--- src/design/scored_doc_topk_pager_defines.svh ---
// Assertion macros for the scored document top-k pager.
// Taken in by the top level; expects clk and rst in scope.
`ifndef SCORED_DOC_TOPK_PAGER_DEFINES_SVH
`define SCORED_DOC_TOPK_PAGER_DEFINES_SVH

// Same-cycle implication
`define SDTP_ASSERT_IMP(lbl, ante, cons, msg) \
  lbl: assert property (@(posedge clk) disable iff (rst) (ante) |-> (cons)) \
    else $error(msg);

// Next-cycle implication
`define SDTP_ASSERT_NEXT(lbl, ante, cons, msg) \
  lbl: assert property (@(posedge clk) disable iff (rst) (ante) |=> (cons)) \
    else $error(msg);

`endif

--- src/design/sdtp_pkg.sv ---
// Shared constants, types and helpers for the scored document top-k pager.
// No dependencies.
`timescale 1ns / 1ps
package sdtp_pkg;

  localparam int MAX_DOCS = 256;
  localparam int MAX_PAGE = 64;

  localparam int DOC_W   = 32;
  localparam int SCORE_W = 32;
  localparam int TF_W    = 16;
  localparam int PAGE_W  = 16;
  localparam int PSIZE_W = 7;
  localparam int TOTAL_W = 9;
  localparam int CMD_W   = 2;

  localparam int IDX_W   = $clog2(MAX_DOCS);
  localparam int CNT_W   = $clog2(MAX_DOCS + 1);
  localparam int PSZ_W   = $clog2(MAX_PAGE + 1);
  localparam int PAGE_AW = (MAX_PAGE > 1) ? $clog2(MAX_PAGE) : 1;
  localparam int START_W = PAGE_W + PSIZE_W;
  localparam int ENTRY_W = DOC_W + SCORE_W;

  // Command codes
  localparam logic [CMD_W-1:0] CMD_CLEAR = 2'd0;
  localparam logic [CMD_W-1:0] CMD_ADD   = 2'd1;
  localparam logic [CMD_W-1:0] CMD_EMIT  = 2'd2;

  // Per-cycle operation broadcast to every cell
  typedef enum logic [2:0] {
    CELL_IDLE,
    CELL_MATCH,
    CELL_UPDATE,
    CELL_RANK_LOAD,
    CELL_RANK,
    CELL_OUT_LOAD,
    CELL_SHIFT
  } cell_op_t;

  typedef struct packed {
    cell_op_t            op;
    logic [DOC_W-1:0]    key;
    logic [DOC_W-1:0]    new_doc;
    logic [TF_W-1:0]     tf;
    logic                found;
  } cell_ctl_t;

  // Entry traveling along the ring
  typedef struct packed {
    logic                v;
    logic [DOC_W-1:0]    doc;
    logic [SCORE_W-1:0]  score;
    logic [IDX_W-1:0]    rank;
  } circ_t;

  typedef enum logic [3:0] {
    S_IDLE,
    S_UPDATE,
    S_RANK_LOAD,
    S_RANK,
    S_OUT_LOAD,
    S_OUT,
    S_RD,
    S_SHOW
  } state_t;

  // Saturating score accumulate
  function automatic logic [SCORE_W-1:0] sat_add(input logic [SCORE_W-1:0] s,
                                                 input logic [TF_W-1:0] tf);
    logic [SCORE_W:0] sum;
    sum = {1'b0, s} + (SCORE_W+1)'(tf);
    return sum[SCORE_W] ? {SCORE_W{1'b1}} : sum[SCORE_W-1:0];
  endfunction

endpackage

--- src/design/sdtp_page_buf.sv ---
// Page buffer: one result page, written by rank, read in page order.
// Depends on sdtp_pkg.
`timescale 1ns / 1ps
module sdtp_page_buf (
  input  logic                          clk,
  input  logic                          we,
  input  logic [sdtp_pkg::PAGE_AW-1:0]  waddr,
  input  logic [sdtp_pkg::ENTRY_W-1:0]  wdata,
  input  logic [sdtp_pkg::PAGE_AW-1:0]  raddr,
  output logic [sdtp_pkg::ENTRY_W-1:0]  rdata
);
  import sdtp_pkg::*;

  logic [ENTRY_W-1:0] mem [MAX_PAGE];

  always_ff @(posedge clk) begin
    if (we) begin
      mem[waddr] <= wdata;
    end
  end

  always_ff @(posedge clk) begin
    rdata <= mem[raddr];
  end

endmodule

--- config.mk ---
export PLATFORM = sky130hd
export DESIGN_NAME = sdtp_page_buf
export DESIGN_NICKNAME = d
export VERILOG_FILES = /design/src/design/scored_doc_topk_pager_defines.svh /design/src/design/sdtp_pkg.sv /design/src/design/sdtp_page_buf.sv
export SDC_FILE = /design/constraint.sdc
export NUM_CORES = 2
export LEC_CHECK = 0
export BUFFER_PORTS_ARGS = -buffer_cell sky130_fd_sc_hd__buf_2
export CAP_MARGIN = 30
export CORE_MARGIN = 10
export CORE_UTILIZATION = 50
export DETAILED_ROUTE_END_ITERATION = 12
export PLACE_DENSITY = 0.65
export SYNTH_ARGS = -nofsm -noshare
export SYNTH_HDL_FRONTEND = slang
export SYNTH_SLANG_ARGS = --single-unit
--- constraint.sdc ---
create_clock -name clk -period 8.3 [get_ports clk]
set_input_delay 0.83 -clock clk [delete_from_list [all_inputs] [get_ports clk]]
set_output_delay 0.83 -clock clk [all_outputs]
set_load 0.05 [all_outputs]
==> results.ini <==
[die]
die_area_sq_um=335000
io_pins=142
fp.dieW_um=579
die_h_um=579
core_sq_um=312000
start_util_pct=50.2
row_count=205

[setup_path]
crit_path_top_delay_cell=buf_4
critical-path-max-stage-delay_ns=0.79
crit_type=in -> reg
path_buf_inv=3
critPathTopFamily=buffers and inverters
crit_path_max_fanout=34
worst_setup_path_end_kind=flop
path_common_cell=buf_4
critPathArrivalTime_ns=3.90
cp-start-kind=input pin
crit_path_cell_trace=buf_2 -> nor2b_1 -> nand3_1 -> nor2_4 -> buf_4 -> buf_4
critPathRequiredTime_ns=8.87

[placement]
dp.cells=10724
dp_hpwl_mm=224
post_dp_cell_area_sq_um=163000
dp_slack_ns=3.93
place.gp.congestion=0.771
port_buffers=141

[final_layout]
multiInputGateArea_sq_um=30800
drive_gt1_share_pct=28.9
syn2layout_area_growth_pct=13.7
stdcell_area_sq_um=178000
fill_cells=22098
seqCellArea_sq_um=124000
stdcell_count=11546
nets=7118

[clock_tree]
clockBufferDepth=4
clk_pin_slew_ns=0.06
clk_latency_ns=0.97
clkSinkCount=4160
ctsResizeCount=0
ctsHtreeMaxLevel=5
cts_tree=done
hold_buffers=0
post_cts_buffers=0
cts-root-buf=clkbuf_16
numCtsBuffers=407

[run_status]
status=complete, no violations

[yosys]
syn_area_per_cell_sq_um=23.7
synthSimpleGateAreaFrac_pct=1.24
yosysSeqAreaShare_pct=79.5
syn_nets=6676
netlist_instances=6598
ys_ff_latch=4160
synth_top_cell_by_area=edfxtp_1
ys_warn_count=0
synth.area.top_cells=edfxtp_1, mux4_2, mux2i_1
yosysUniqueCellTypes=33
synth.cell_area_sq_um=156000
synth-compound-area-share_pct=2.48
yosys.area_share.adder_pct=0
synth_top_family_by_area=multiplexers
synth_mux_area_share_pct=15.6
netlist.area_leader.share_pct=78.7
synth_xor_area_share_pct=0

[flow_run]
max-cap-violations=0

[power_and_ir_drop]
power_leakage_nw=55.6
ir_drop_mv=0.207
p_per_area_nw_per_um2=248

[route]
wl_mm=422
vias=75833
remaining_drc_errors=0
firstDrtPassIters=6
wl_per_cell_um=36.5
avgViaCountPerCell=6.57
drtAntennaViolNets=0
drt_iter0_drc=10971

[sta]
slew_headroom_pct=26.0
drv_slew=0
clock_skew_ns=0.0556
grt_setup_unrepaired=no
worst_pin_slew_ns=1.11
setup_viol_count_final=0
finalHoldViolCount=0
fin_ws_ns=4.98
min_period_ns=3.32
final.period_utilization_pct=40.0
tns_ns=0
max_freq_ghz=0.301

[grt]
grt_start_max_net_pins=125
overflow=0
grt_util_all_layers_pct=24.9
grt_pass1_wl_mm=592
grt_pass1_vias=75953
antenna_found_initial=47

[worst_hold_path]
min_path_type=in -> reg

## cell usage after synthesis, drive strengths merged
cell        n
a211oi     63
a22o       88
a22oi     168
a2bb2oi    19
a31o        1
a31oi      18
a41oi      26
and2        3
and3       64
buf       230
clkbuf    140
dfxtp      64
edfxtp   4096
inv        19
mux2i     135
mux4     1024
nand2      58
nand2b     11
nand3      45
nand3b      2
nand4       2
nand4b      1
nor2      112
nor2b      28
nor3        2
o221ai     38
o22ai      83
or2        28
or3        29
or3b        1
## through the flow
stage / hold WS [ns] / util (%) / power, mW
floorplan: 0.788 / - / 25.0
global placement: 0.827 / 52.2 / 25.9
detailed placement: 0.845 / 52.4 / 25.9
CTS: 0.131 / 56.7 / 44.3
global route: 0.0580 / 57.1 / 45.3
finish: 0.0975 / 57.1 / 44.1
## final cells by class
type,instances,share of cell area [%]
diodes,17,0.0239
clock buffers,517,6.12
clock inverters,241,1.47
inverters,19,0.0401
multi-input cells,2049,17.3
flip-flops and latches,4160,69.9
well taps,4140,2.91
repair buffers,403,2.25
## routing by layer
layer  global-route usage, %  wire, um  vias up
li1                        -         -    29412
met1                    35.9    163000    41082
met2                    38.8    198000     4598
met3                    5.57     46700      727
met4                    7.06     13700       14
met5                       0        98        -
## logic make-up after synthesis
kind of cell | count (synthesis)
AO/OA/AOI/OAI | 504
buffers and inverters | 389
flip-flops | 4160
multiplexers | 1159
AND/OR/NAND/NOR | 386
## where the power goes
group / internal [mW] / leakage (nW) / switching (mW)
sequential: 23.3 / 37.4 / 0.116
combinational: 0.763 / 11.6 / 1.39
clock: 10.7 / 6.61 / 7.90
total: 34.7 / 55.6 / 9.40
## cells in the final DEF, fill, tap and decap left out, types with 4 or more instances in the layout
master,netlist,layout
a41oi_1,26,26
buf_4,34,170
mux4_2,1024,1024
nor2_1,112,47
a31oi_1,18,18
nor2_4,0,65
clkinv_16,0,10
and3_1,64,64
clkbuf_8,0,20
o22ai_1,83,83
buf_16,0,19
clkinv_2,0,95
a2bb2oi_1,19,19
a22oi_1,168,168
inv_6,0,4
nand3_1,45,45
buf_2,170,138
buf_12,0,73
nor2b_4,0,4
dfxtp_1,64,64
edfxtp_1,4096,4096
or3_1,29,29
clkinv_1,0,68
diode_2,0,17
o221ai_1,38,38
clkinv_8,0,6
bufinv_16,0,43
nand2_1,58,56
mux2i_1,135,135
a22o_1,88,88
clkbuf_16,0,411
clkbuf_1,140,86
clkinvlp_4,0,10
inv_1,19,19
or2_2,28,28
nor2b_1,28,24
a211oi_1,63,63
nand2b_1,11,9
## sequential cells by signal, indices dropped and copies added, names as in the netlist
name / flops
rdata: 64
mem: 4096
## worst register-to-register path, delay by kind of cell, from the launching register on
family / cells / cell delay (ns)
compound gates: 2 / 0.83
flops: 1 / 0.38
mux: 2 / 0.65
simple gates: 1 / 0.12
## path summary, 6_finish.rpt
path | startpoint | depth (start not counted) | slack (ns) | end
worst max register to register | mem[44][31] | 5 | 6.18 | rdata[31]
worst max-delay path | waddr[1] | 6 | 4.98 | mem[35][39]
worst min register to register | mem[47][2] | 4 | 0.84 | rdata[2]
worst min-delay path | wdata[47] | 1 | 0.1 | mem[23][47]
Power figures use the tool's default switching activity.
