[config.mk]
export PLATFORM = sky130hd
export DESIGN_NAME = sdtp_cell
export DESIGN_NICKNAME = d
export VERILOG_FILES = /design/src/design/scored_doc_topk_pager_defines.svh /design/src/design/sdtp_pkg.sv /design/src/design/sdtp_cell.sv
export SDC_FILE = /design/constraint.sdc
export NUM_CORES = 1
export LEC_CHECK = 0
export BUFFER_PORTS_ARGS = -buffer_cell sky130_fd_sc_hd__buf_2
export CORE_ASPECT_RATIO = 1.1
export CORE_MARGIN = 2
export CORE_UTILIZATION = 40
export CTS_CLUSTER_SIZE = 25
export DETAILED_ROUTE_END_ITERATION = 10
export PLACE_DENSITY = 0.62
export SLEW_MARGIN = 20
export SYNTH_ARGS = -nofsm -noshare
export SYNTH_HDL_FRONTEND = slang
export SYNTH_SLANG_ARGS = --single-unit
[constraint.sdc]
create_clock -name clk -period 5.14 [get_ports clk]
set_input_delay 0.514 -clock clk [delete_from_list [all_inputs] [get_ports clk]]
set_output_delay 0.514 -clock clk [all_outputs]
set_load 0.05 [all_outputs]
[src/design/scored_doc_topk_pager_defines.svh]
// Assertion macros for the scored document top-k pager.
// Taken in by the top level; expects clk and rst in scope.
`ifndef SCORED_DOC_TOPK_PAGER_DEFINES_SVH
`define SCORED_DOC_TOPK_PAGER_DEFINES_SVH

// Same-cycle implication
`define SDTP_ASSERT_IMP(lbl, ante, cons, msg) \
  lbl: assert property (@(posedge clk) disable iff (rst) (ante) |-> (cons)) \
    else $error(msg);

// Next-cycle implication
`define SDTP_ASSERT_NEXT(lbl, ante, cons, msg) \
  lbl: assert property (@(posedge clk) disable iff (rst) (ante) |=> (cons)) \
    else $error(msg);

`endif

[src/design/sdtp_pkg.sv]
// Shared constants, types and helpers for the scored document top-k pager.
// No dependencies.
`timescale 1ns / 1ps
package sdtp_pkg;

  localparam int MAX_DOCS = 256;
  localparam int MAX_PAGE = 64;

  localparam int DOC_W   = 32;
  localparam int SCORE_W = 32;
  localparam int TF_W    = 16;
  localparam int PAGE_W  = 16;
  localparam int PSIZE_W = 7;
  localparam int TOTAL_W = 9;
  localparam int CMD_W   = 2;

  localparam int IDX_W   = $clog2(MAX_DOCS);
  localparam int CNT_W   = $clog2(MAX_DOCS + 1);
  localparam int PSZ_W   = $clog2(MAX_PAGE + 1);
  localparam int PAGE_AW = (MAX_PAGE > 1) ? $clog2(MAX_PAGE) : 1;
  localparam int START_W = PAGE_W + PSIZE_W;
  localparam int ENTRY_W = DOC_W + SCORE_W;

  // Command codes
  localparam logic [CMD_W-1:0] CMD_CLEAR = 2'd0;
  localparam logic [CMD_W-1:0] CMD_ADD   = 2'd1;
  localparam logic [CMD_W-1:0] CMD_EMIT  = 2'd2;

  // Per-cycle operation broadcast to every cell
  typedef enum logic [2:0] {
    CELL_IDLE,
    CELL_MATCH,
    CELL_UPDATE,
    CELL_RANK_LOAD,
    CELL_RANK,
    CELL_OUT_LOAD,
    CELL_SHIFT
  } cell_op_t;

  typedef struct packed {
    cell_op_t            op;
    logic [DOC_W-1:0]    key;
    logic [DOC_W-1:0]    new_doc;
    logic [TF_W-1:0]     tf;
    logic                found;
  } cell_ctl_t;

  // Entry traveling along the ring
  typedef struct packed {
    logic                v;
    logic [DOC_W-1:0]    doc;
    logic [SCORE_W-1:0]  score;
    logic [IDX_W-1:0]    rank;
  } circ_t;

  typedef enum logic [3:0] {
    S_IDLE,
    S_UPDATE,
    S_RANK_LOAD,
    S_RANK,
    S_OUT_LOAD,
    S_OUT,
    S_RD,
    S_SHOW
  } state_t;

  // Saturating score accumulate
  function automatic logic [SCORE_W-1:0] sat_add(input logic [SCORE_W-1:0] s,
                                                 input logic [TF_W-1:0] tf);
    logic [SCORE_W:0] sum;
    sum = {1'b0, s} + (SCORE_W+1)'(tf);
    return sum[SCORE_W] ? {SCORE_W{1'b1}} : sum[SCORE_W-1:0];
  endfunction

endpackage

[src/design/sdtp_cell.sv]
// One table cell: holds a document entry, its match flag and its rank.
// Depends on sdtp_pkg.
`timescale 1ns / 1ps
module sdtp_cell (
  input  logic                        clk,
  input  logic [sdtp_pkg::IDX_W-1:0]  idx,
  input  logic [sdtp_pkg::CNT_W-1:0]  count,
  input  sdtp_pkg::cell_ctl_t         ctl,
  input  sdtp_pkg::circ_t             circ_in,
  output sdtp_pkg::circ_t             circ_out,
  output logic                        match
);
  import sdtp_pkg::*;

  logic [DOC_W-1:0]   doc;
  logic [SCORE_W-1:0] score;
  logic [IDX_W-1:0]   rank;
  circ_t              circ;
  logic               own_valid;
  logic               ahead;

  assign own_valid = CNT_W'(idx) < count;

  // Passing entry ranks ahead of ours: higher score, then lower id
  assign ahead = circ_in.v && ((circ_in.score > score) ||
                 ((circ_in.score == score) && (circ_in.doc < doc)));

  assign circ_out = circ;

  always_ff @(posedge clk) begin
    unique case (ctl.op)
      CELL_IDLE: ;
      CELL_MATCH: match <= own_valid && (doc == ctl.key);
      CELL_UPDATE: begin
        if (match) begin
          score <= sat_add(score, ctl.tf);
        end else if (!ctl.found && (count == CNT_W'(idx))) begin
          doc   <= ctl.new_doc;
          score <= SCORE_W'(ctl.tf);
        end
      end
      CELL_RANK_LOAD: begin
        circ <= '{v: own_valid, doc: doc, score: score, rank: '0};
        rank <= '0;
      end
      CELL_RANK: begin
        circ <= circ_in;
        if (ahead) begin
          rank <= rank + 1'b1;
        end
      end
      CELL_OUT_LOAD: circ <= '{v: own_valid, doc: doc, score: score, rank: rank};
      CELL_SHIFT: circ <= circ_in;
      default: ;
    endcase
  end

endmodule

==> impl_results.md, run 1 <==
- # nets final: around 1300
- WL met3: ~1600 µm
- Final Cycle Share: 0.583
- Pin count of the biggest net entering global routing: 68
- Clock latency on the worst-skew pair: 0.42 ns
- Fraction of registers with async set or reset after synthesis: 0
- Worst-path clk slew: about 0.07 ns
- Hold Path Depth: 1
- First-pass GRT wire length: roughly 37000 µm
- Post-route ant nets: 0
- Die W: about 150 µm
- Avg Cell Area, Syn: 11.6 µm²
- Final WL: between 20000 and 25000 µm
- Clock Path Buffers: 2
- Buffers on Ports: about 250
- Worst path required time: approximately 5.3 ns
- Metal-1 WL: a little under 10000 µm
- Vias in the first global route: between 6000 and 7000
- Count of final setup violators: 0
- Worst vdd ir: between 0.0002 and 0.00025 V
- HP Class: in2reg
- Area of the mapped netlist: slightly above 9000 µm²
- Tightest Pin Transition: 1.01 ns
- Final hold vios: 0
- Gpl congestion: slightly below 0.9
- Full die area: 24300 µm²
- RSZ-0062 raised after global routing: no
- Relative slew slack: 0.328
- CTS HTree Levels: 4
- Initial DRC Count: ~350
- Fill cell count: between 2000 and 2500
- Status: complete, no violations
- Postcts setup bufs: 0
- CP Class: reg2reg
- DRT Pass-1 Iters: 4
- Total power per unit cell area: 291 nW/µm²
- Highest routed layer: met4
- I/O pins: around 250
- Number of flops mapped to enable cells by yosys: ~150
- YS warnings: 0
- DP HPWL: between 15000 and 20000 µm
- Fin. max-slew vios: 0
- Remaining routing DRC violations: 0
- Core Rows: just under 60
- Layout cells sized above 1: 0.342
- Via Count: between 7000 and 8000
- Synth cell types: 64
- Max-cap check violation count: 0
- Vias per cell: around 5.2
- GR Util All Layers: 0.201
- Wire length on met2: roughly 13000 µm
- Syn_nets: 1060
- Yosys reg bits: about 150
- Clk root buf: clkbuf_16
- Critical path peak fanout: 14
- Hold_buf cts: 0
- Clock Skews: 0.00984 ns
- Cells after synthesis: roughly 800
- CTS tree: built
- Main flop type after synthesis: edfxtp_1
- Starting Density: 0.405
- Synth-to-layout area growth: 23.8%
- CTS buffer count: 17
- Leakage power: 4.92 nW
- Worst setup EP type: register
- Cell count of the worst reg-to-reg path: 8
- Initial antenna violation count: 2
- Post-Place Cells: roughly 1300
- Post-CTS sizing: 0
- Post-DR wirelength/cell: approximately 18 µm
- Core box area: 22700 µm²
- Gr ovfl total: 0
- Die Ht: around 160 µm
- CTS sink cnt: between 100 and 150
- Startpoint Class: register
- Register area share after synthesis: 0.476
- Fin cells: 1358
- Setup TNS: 0 ns
- Fin crit period: between 2 and 3 ns
- Highest clock rate: approximately 0.33 GHz
- Critical Path AT: ~3.2 ns
flip-flops by register name, summed over array words and instances, names as in the netlist:
register / count
circ_out: 73
match: 1
doc: 32
rank: 8
score: 32
synth_stat cells (all sizes together), types with 2 or more instances:
master / number / share of area
a41oi: 2 / 0.0019
xnor2: 42 / 0.040
a21oi: 46 / 0.025
a211oi: 7 / 0.0057
edfxtp: 146 / 0.48
a311oi: 10 / 0.012
buf: 8 / 0.0060
nand3b: 2 / 0.0016
nand4: 25 / 0.017
and4: 9 / 0.0088
o21bai: 2 / 0.0016
nor2b: 4 / 0.0027
or2: 2 / 0.0014
or3: 3 / 0.0020
nor3b: 3 / 0.0024
nor4b: 2 / 0.0019
a311o: 2 / 0.0033
o32a: 3 / 0.0033
and3: 10 / 0.0068
nor4: 3 / 0.0020
o22a: 12 / 0.011
xor2: 11 / 0.010
inv: 81 / 0.033
nor2: 36 / 0.015
o211ai: 7 / 0.0057
o22ai: 10 / 0.0068
ha: 88 / 0.12
mux2: 64 / 0.078
clkbuf: 16 / 0.0065
o2111ai: 2 / 0.0019
nand2b: 3 / 0.0020
a21o: 16 / 0.013
nand3: 15 / 0.0087
o21ai: 15 / 0.0082
nand2: 38 / 0.016
a31oi: 9 / 0.0077
nor3: 8 / 0.0043
o21a: 6 / 0.0049
and2: 14 / 0.0095
a2111oi: 3 / 0.0029
critical path, stage by stage (launching register included):
cell and delay, ns:
edfxtp_1 0.43, ha_1 0.25, fa_1 0.41, a21o_1 0.22
nand4_1 0.11, a311o_1 0.49, a311o_4 0.31, nand2_4 0.14
o32a_1 0.39
power breakdown:
group | total (mW) | internal [mW] | switching, mW | leakage (nW)
Combinational | 0.648 | 0.233 | 0.415 | 3.27
Clock | 1.26 | 0.720 | 0.538 | 0.277
Sequential | 1.41 | 1.39 | 0.0242 | 1.38
Total | 3.32 | 2.34 | 0.977 | 4.92
stage by stage:
stage	hold WS, ns	power (mW)	setup slack, ns	instance area [µm²]	util
final	0.260	3.32	2.14	11400	0.502
after global routing	0.249	3.45	1.96	11400	0.502
after CTS	0.245	3.35	2.12	11400	0.501
after detailed placement	0.615	2.09	1.94	10800	0.475
after global placement	0.605	2.08	1.96	10800	0.475
after floorplan	0.554	1.88	1.61	9220	-
placed cells by master (no fill, tap or decap), drive strengths merged, types with 16 or more instances in the layout:
cell type and count:
a21o 16, a21oi 46, buf 254, clkbuf 17
edfxtp 146, ha 88, inv 86, mux2 64
nand2 38, nand4 25, nor2 36, xnor2 42
layer usage:
| layer | vias up | global-route usage |
|---|---|---|
| li1 | 3506 | - |
| met4 | 0 | 0.0736 |
| met3 | 28 | 0.0508 |
| met2 | 226 | 0.365 |
| met1 | 3366 | 0.228 |
| met5 | - | 0 |
final timing paths:
path	to	startpoint	slack, ns
setup / recovery	score[15]	score[0]	2.14
setup reg to reg	score[15]	score[0]	2.14
hold / removal	doc[8]	ctl[25]	0.26
hold reg to reg	circ_out[13]	score[5]	0.62
kinds of logic after synthesis:
kind of cell	count (synthesis)	synth area share
AO/OA/AOI/OAI	158	0.121
XOR/XNOR	53	0.0504
AND/OR/NAND/NOR	180	0.105
multiplexers	65	0.0794
adder cells (fa/ha/maj)	89	0.122
buffers and inverters	105	0.0455
flip-flops	146	0.476
cell type report:
type / count / area (µm²) / area share
clock buffer: 17 / 425 / 0.0373
inverter: 81 / 304 / 0.0267
multi-input combinational: 545 / 4440 / 0.389
timing repair buffer: 254 / 1320 / 0.116
clock inverter: 14 / 154 / 0.0135
tap: 300 / 375 / 0.0329
antenna: 1 / 2.50 / 0.000219
sequential: 146 / 4380 / 0.385
(Power assumes the default switching activity.)
==> run 2: changes to the inputs <==
- clock period: 5.14 -> 2.7 ns (I/O delays scaled with it)
==> run 2 against run 1 <==
  * Power grew 94%
  * Combinational power up 99%
  * Utilization rose by 2.6 points
  * Maximum frequency grew 17%
  * Via count rose by 3.0%
  * Worst setup slack got worse by 2.0 ns
  * Wire length grew 0.71%
==> impl_results.md, run 2 (synthesized netlist as in run 1, its figures left out) <==
- Clock Path Buffers: 2 (unchanged)
- Fill cell count: 2037 (-2.9%)
- Initial antenna violation count: 3 (+1)
- Critical path peak fanout: 8 (-6)
- Design area: 12000 µm² (+5.2%)
- Worst setup EP type: register
- Core Rows: 58 (unchanged)
- Total power per unit cell area: 537 nW/µm² (+84%)
- Most common cell after layout, fill and taps aside: buf_2
- Max-cap check violation count: 0 (unchanged)
- Initial DRC Count: 328 (-6.6%)
- Count of final setup violators: 0 (unchanged)
- CTS tree: built
- Full die area: 24300 µm² (unchanged)
- RSZ-0062 raised after global routing: no
- Hold Path Depth: 1 (unchanged)
- Die W: 149 µm (unchanged)
- CP Class: reg2reg
- Tightest Pin Transition: 0.979 ns (-0.0272 ns)
- Internal reg-to-reg setup slack: 0.14 ns (-2.00 ns)
- Worst-path clk slew: 0.07 ns (about the same)
- Final WL: 24700 µm (+0.71%)
- Worst path required time: 2.83 ns (-2.48 ns)
- Post-DR wirelength/cell: 17.4 µm (-3.5%)
- Leakage power: 5.21 nW (+5.7%)
- Reg2Reg Launch Point: doc[9]
- DP Area: 11100 µm² (+2.5%)
- DRT Pass-1 Iters: 5 (+1)
- Fin cells: 1417 (+4.3%)
- Status: complete, no violations
- Clock Skews: 0.0145 ns (+0.00466 ns)
- Core box area: 22700 µm² (unchanged)
- Die Ht: 163 µm (unchanged)
- Critical Path AT: 2.69 ns (-0.47 ns)
- Clk root buf: clkbuf_16
- Vias in the first global route: 7233 (+3.3%)
- I/O pins: 249 (unchanged)
- CTS buffer count: 17 (unchanged)
- Final Cycle Share: 0.948 (+0.365)
- Cell count of the worst reg-to-reg path: 10 (+2)
- Post-Place Cells: 1357 (+2.4%)
- Via Count: 7342 (+3.0%)
- Hold path startpoint: ctl[24]
- Synth-to-layout area growth: 30.2%
- Max reg flops: 73 (unchanged)
- Post-route ant nets: 0 (unchanged)
- # nets final: 1366 (+4.4%)
- Buffers on Ports: 248 (unchanged)
- Pin count of the biggest net entering global routing: 68 (unchanged)
- HP Class: in2reg
- CTS HTree Levels: 4 (unchanged)
- Relative slew slack: 0.347 (+0.0198)
- Starting Density: 0.405 (unchanged)
- First-pass GRT wire length: 37400 µm (+0.32%)
- GR Util All Layers: 0.201 (about the same)
- Layout cells sized above 1: 0.362 (+0.0199)
- CTS sink cnt: 146 (unchanged)
- Pwr Total: 6.44 mW (+94%)
- Crit path from: doc[9]
- Final hold vios: 0 (unchanged)
- Gpl congestion: 0.876 (+1.2%)
- Startpoint Class: register
- Vias per cell: 5.18 (-1.3%)
- Gr ovfl total: 0 (unchanged)
- Most frequent cells in the layout: 248 x buf_2, 146 x edfxtp_1, 86 x ha_1, 81 x inv_1, 64 x mux2_2
- Clock latency on the worst-skew pair: 0.43 ns (about the same)
- Remaining routing DRC violations: 0 (unchanged)
- Highest clock rate: 0.391 GHz (+17%)
- Fin crit period: 2.56 ns (-0.436 ns)
- DP HPWL: 19000 µm (+2.5%)
- Fin. max-slew vios: 0 (unchanged)
- Worst vdd ir: 0.000401 V (+100%)
- Reg2reg end: rank[6]
- Setup TNS: 0 ns (unchanged)
- End of the critical path: rank[6]
## run 2: layout make-up
type / count / area, µm² / area share
Clock buffer: 17 / 425 / 0.0355
Sequential cell: 146 / 4380 / 0.366
Timing Repair Buffer: 311 / 1820 / 0.152
Multi-Input combinational cell: 545 / 4510 / 0.376
Antenna cell: 2 / 5.00 / 0.000417
Clock inverter: 15 / 173 / 0.0144
Inverter: 81 / 304 / 0.0254
Tap cell: 300 / 375 / 0.0313
## run 2: worst min path at each step
stage	to
6_report	doc[7]
5_1_grt	doc[14]
4_1_cts	doc[11]
3_5_place_dp	doc[3]
3_3_place_gp	doc[26]
2_1_floorplan	doc[0]
## run 2: report_power, final
group	internal, mW	switching [mW]	leakage [nW]	total (mW)
clock	1.39	1.07	0.290	2.46
sequential	2.65	0.0473	1.38	2.69
combinational	0.487	0.801	3.53	1.29
total	4.52	1.92	5.21	6.44
## run 2: timing repair
action / 4_1_cts / 5_1_grt
pin swaps: 1 / 8
buffers inserted: 0 / 3
hold buffers: 16 / 7
hold endpoints to repair: 16 / 7
endpoints found under the setup margin: 9 / 38
gates resized for setup: 1 / 12
cloned: 0 / 0
## run 2: stage by stage
stage | util | hold slack [ns] | setup slack (ns)
4_1_cts | 0.520 | 0.000144 | 0.0114
5_1_grt | 0.528 | 0.000374 | 0.00378
6_report | 0.528 | 0.0206 | 0.141
3_3_place_gp | 0.487 | 0.447 | -0.0233
2_1_floorplan | - | 0.369 | 0.166
3_5_place_dp | 0.487 | 0.448 | -0.0544
## run 2: worst max-delay path, cell delays in order (launching register included)
cell and delay [ns]:
edfxtp_1 0.38, inv_1 0.07, ha_1 0.24, a211oi_2 0.19, nor2_1 0.10, a2111oi_4 0.32
buf_4 0.15, o211ai_1 0.13, a311oi_2 0.32, o32a_1 0.18, buf_4 0.16
## run 2: routing by layer
| layer | global-route usage | share of wire |
|---|---|---|
| met5 | 0 | 0.00045 |
| met4 | 0.0632 | 0.018 |
| met3 | 0.0589 | 0.069 |
| met2 | 0.366 | 0.51 |
| met1 | 0.227 | 0.40 |
==> run 3: changes to the inputs <==
- ABC_AREA: default -> 1
==> run 3 against run 2 <==
  * Utilization fell by 2.3 points
  * Critical endpoint is now score[2]
  * Combinational power shrank 23%
  * Largest cell class unchanged
  * Power is 4.6% lower
  * Cell count increased by 20%
  * Worst hold slack got worse by 0.0036 ns
  * Worst setup slack improved by 0.11 ns
  * Clock skew is 0.0019 ns higher
  * Sequential share of layout area up 0.33 points
  * Sequential power fell by 3%
  * Synthesized cell count rose by 40%
  * Critical path depth increased by 3
  * Area after synthesis up 3.8%
==> impl_results.md, run 3 <==
- Yosys top cell area share: 0.459 (-0.0173)
- Pin count of the biggest net entering global routing: 69 (+1.5%)
- Dominant cells by area after synthesis: edfxtp_1 46%, ha_1 12%, nand2_1 11%
- Core Rows: 59 (+1.7%)
- Buffers on Ports: 248 (unchanged)
- Total power per unit cell area: 517 nW/µm² (-3.8%)
- Core box area: 23500 µm² (+3.7%)
- Die W: 151 µm (+1.8%)
- GR Util All Layers: 0.220 (+0.0188)
- Post-route ant nets: 0 (unchanged)
- Startpoint Class: register
- Number of flops mapped to enable cells by yosys: 146 (unchanged)
- Top post-synthesis cells by count: 278 x nand2_1, 163 x inv_1, 146 x edfxtp_1
- Fin crit period: 2.45 ns (-0.114 ns)
- YS warnings: 0 (unchanged)
- Worst path required time: 2.86 ns (+0.03 ns)
- Tightest Pin Transition: 0.634 ns (-0.345 ns)
- Synth-to-layout area growth: 24.4%
- Initial DRC Count: 538 (+64%)
- CTS buffer count: 17 (unchanged)
- Highest clock rate: 0.409 GHz (+4.6%)
- RSZ-0062 raised after global routing: no
- Gr ovfl total: 0 (unchanged)
- First-pass GRT wire length: 42200 µm (+13%)
- Fill cell count: 2286 (+12%)
- Yosys reg bits: 146 (unchanged)
- Relative slew slack: 0.574 (+0.227)
- Gpl congestion: 0.968 (+10%)
- Die Ht: 166 µm (+1.8%)
- Main flop type after synthesis: edfxtp_1
- Max-cap check violation count: 0 (unchanged)
- Highest routed layer: met5
- Hold_buf cts: 0 (-16)
- Critical Path AT: 2.61 ns (-0.08 ns)
- Leakage power: 5.67 nW (+9.0%)
- Register area share after synthesis: 0.459 (-0.0173)
- Final core utilization: 0.505 (-0.0232)
- Vias in the first global route: 8217 (+14%)
- Fraction of registers with async set or reset after synthesis: 0 (unchanged)
- Final hold vios: 0 (unchanged)
- DP HPWL: 22400 µm (+18%)
- Vias per cell: 4.96 (-4.2%)
- CP Class: reg2reg
- Worst vdd ir: 0.000306 V (-24%)
- Most common cell after layout, fill and taps aside: nand2_1
- Full die area: 25100 µm² (+3.7%)
- CTS HTree Levels: 4 (unchanged)
- Area of the multi-input gates: 4490 µm² (-0.47%)
- Most frequent cells in the layout: 278 x nand2_1, 248 x buf_2, 163 x inv_1, 146 x edfxtp_1, 92 x o21ai_0
- Initial antenna violation count: 3 (unchanged)
- Clock Skews: 0.0164 ns (+0.00193 ns)
- Layout cells sized above 1: 0.233 (-0.129)
- Cell taking the most area after synthesis: edfxtp_1
- DRT Pass-1 Iters: 6 (+1)
- Syn_nets: 1379 (+30%)
- Starting Density: 0.406 (about the same)
- Via Count: 8413 (+15%)
- Area of the mapped netlist: 9560 µm² (+3.8%)
- Most frequent cell after synthesis: nand2_1
- Post-CTS sizing: 0 (-1)
- Postcts setup bufs: 0 (unchanged)
- I/O pins: 249 (unchanged)
- Critical path peak fanout: 13 (+5)
- Synth cell types: 42 (-34%)
- Cells after synthesis: 1115 (+40%)
- Clk root buf: clkbuf_16
- Fin. max-slew vios: 0 (unchanged)
- Final Cycle Share: 0.906 (-0.0421)
- Clock latency on the worst-skew pair: 0.43 ns (about the same)
- Metal-1 WL: 10700 µm (+8.5%)
- Post-DR wirelength/cell: 16.5 µm (-5.1%)
- HP Class: in2reg
- CTS tree: built
- Status: complete, no violations
- CTS sink cnt: 146 (unchanged)
- Max reg flops: 73 (unchanged)
- Wire length on met2: 14300 µm (+13%)
- Count of final setup violators: 0 (unchanged)
- Pwr Total: 6.14 mW (-4.6%)
- # nets final: 1638 (+20%)
- Remaining routing DRC violations: 0 (unchanged)
- Worst-path clk slew: 0.07 ns (about the same)
- Avg Cell Area, Syn: 8.57 µm² (-26%)
- WL met3: 2210 µm (+30%)
- Seq. cell area: 4380 µm² (unchanged)
- Worst setup EP type: register
- Final WL: 28000 µm (+13%)
- Clock Path Buffers: 2 (unchanged)
## run 3: cell count changes after synthesis, sizes merged, moves of 52 or more
cell	change
nor2	+52
nand3	+52
nand2	+245
o21ai	+79
mux2	-64
inv	+83
## run 3: area by class of cell
type                       instances  share of cell area
antenna                            4            0.000842
sequential                       146               0.369
tap                              305              0.0321
multi-input combinational        784               0.378
timing repair buffer             260               0.116
inverter                         165              0.0524
clock buffer                      19              0.0364
clock inverter                    12              0.0154
## run 3: critical path, stage by stage (launching register included)
cell      delay, ns
edfxtp_1       0.46
ha_1           0.24
fa_1           0.41
nand2_1        0.09
nand2_1        0.06
and2_2         0.19
nand2_1        0.07
nand2_2        0.08
nand3_2        0.06
nand2_2        0.07
nand2_4        0.07
nand2_4        0.07
inv_4          0.21
a21oi_1        0.10
## run 3: report_power, final
| group | internal, mW | switching (mW) |
|---|---|---|
| logic | 0.305 | 0.693 |
| clock network | 1.55 | 0.975 |
| registers | 2.60 | 0.0223 |
## run 3: cell families after synthesis
group	count (synthesis)	synth area share
compound gates	162	0.0919
xor+xnor	41	0.0376
fa+ha+maj	89	0.117
buf+inv	185	0.0741
flops	146	0.459
simple gates	492	0.220
## run 3: through the flow
step           hold slack [ns]  area, µm²  cells  TNS (ns)  setup WS, ns
2_1_floorplan            0.369       9560   1115     -6.78        -0.212
3_3_place_gp             0.447      11200   1659         0         0.340
3_5_place_dp             0.448      11200   1659         0         0.274
4_1_cts                0.00222      11900   1690         0         0.260
5_1_grt               0.000370      11900   1693         0        0.0678
6_report                0.0170      11900   1695         0         0.254
## run 3: path summary, 6_finish.rpt
path	from	to	slack, ns	cells after the start
min	ctl[48]	doc[31]	0.02	1
max reg2reg	score[0]	score[2]	0.25	13
min reg2reg	rank[0]	rank[0]	0.62	1
max	score[0]	score[2]	0.25	13
## run 3: layer usage
layer / global-route usage / vias up
met4: 0.0817 / 2
met2: 0.403 / 289
met3: 0.0473 / 53
met1: 0.246 / 3817
li1: - / 4252
met5: 0 / -
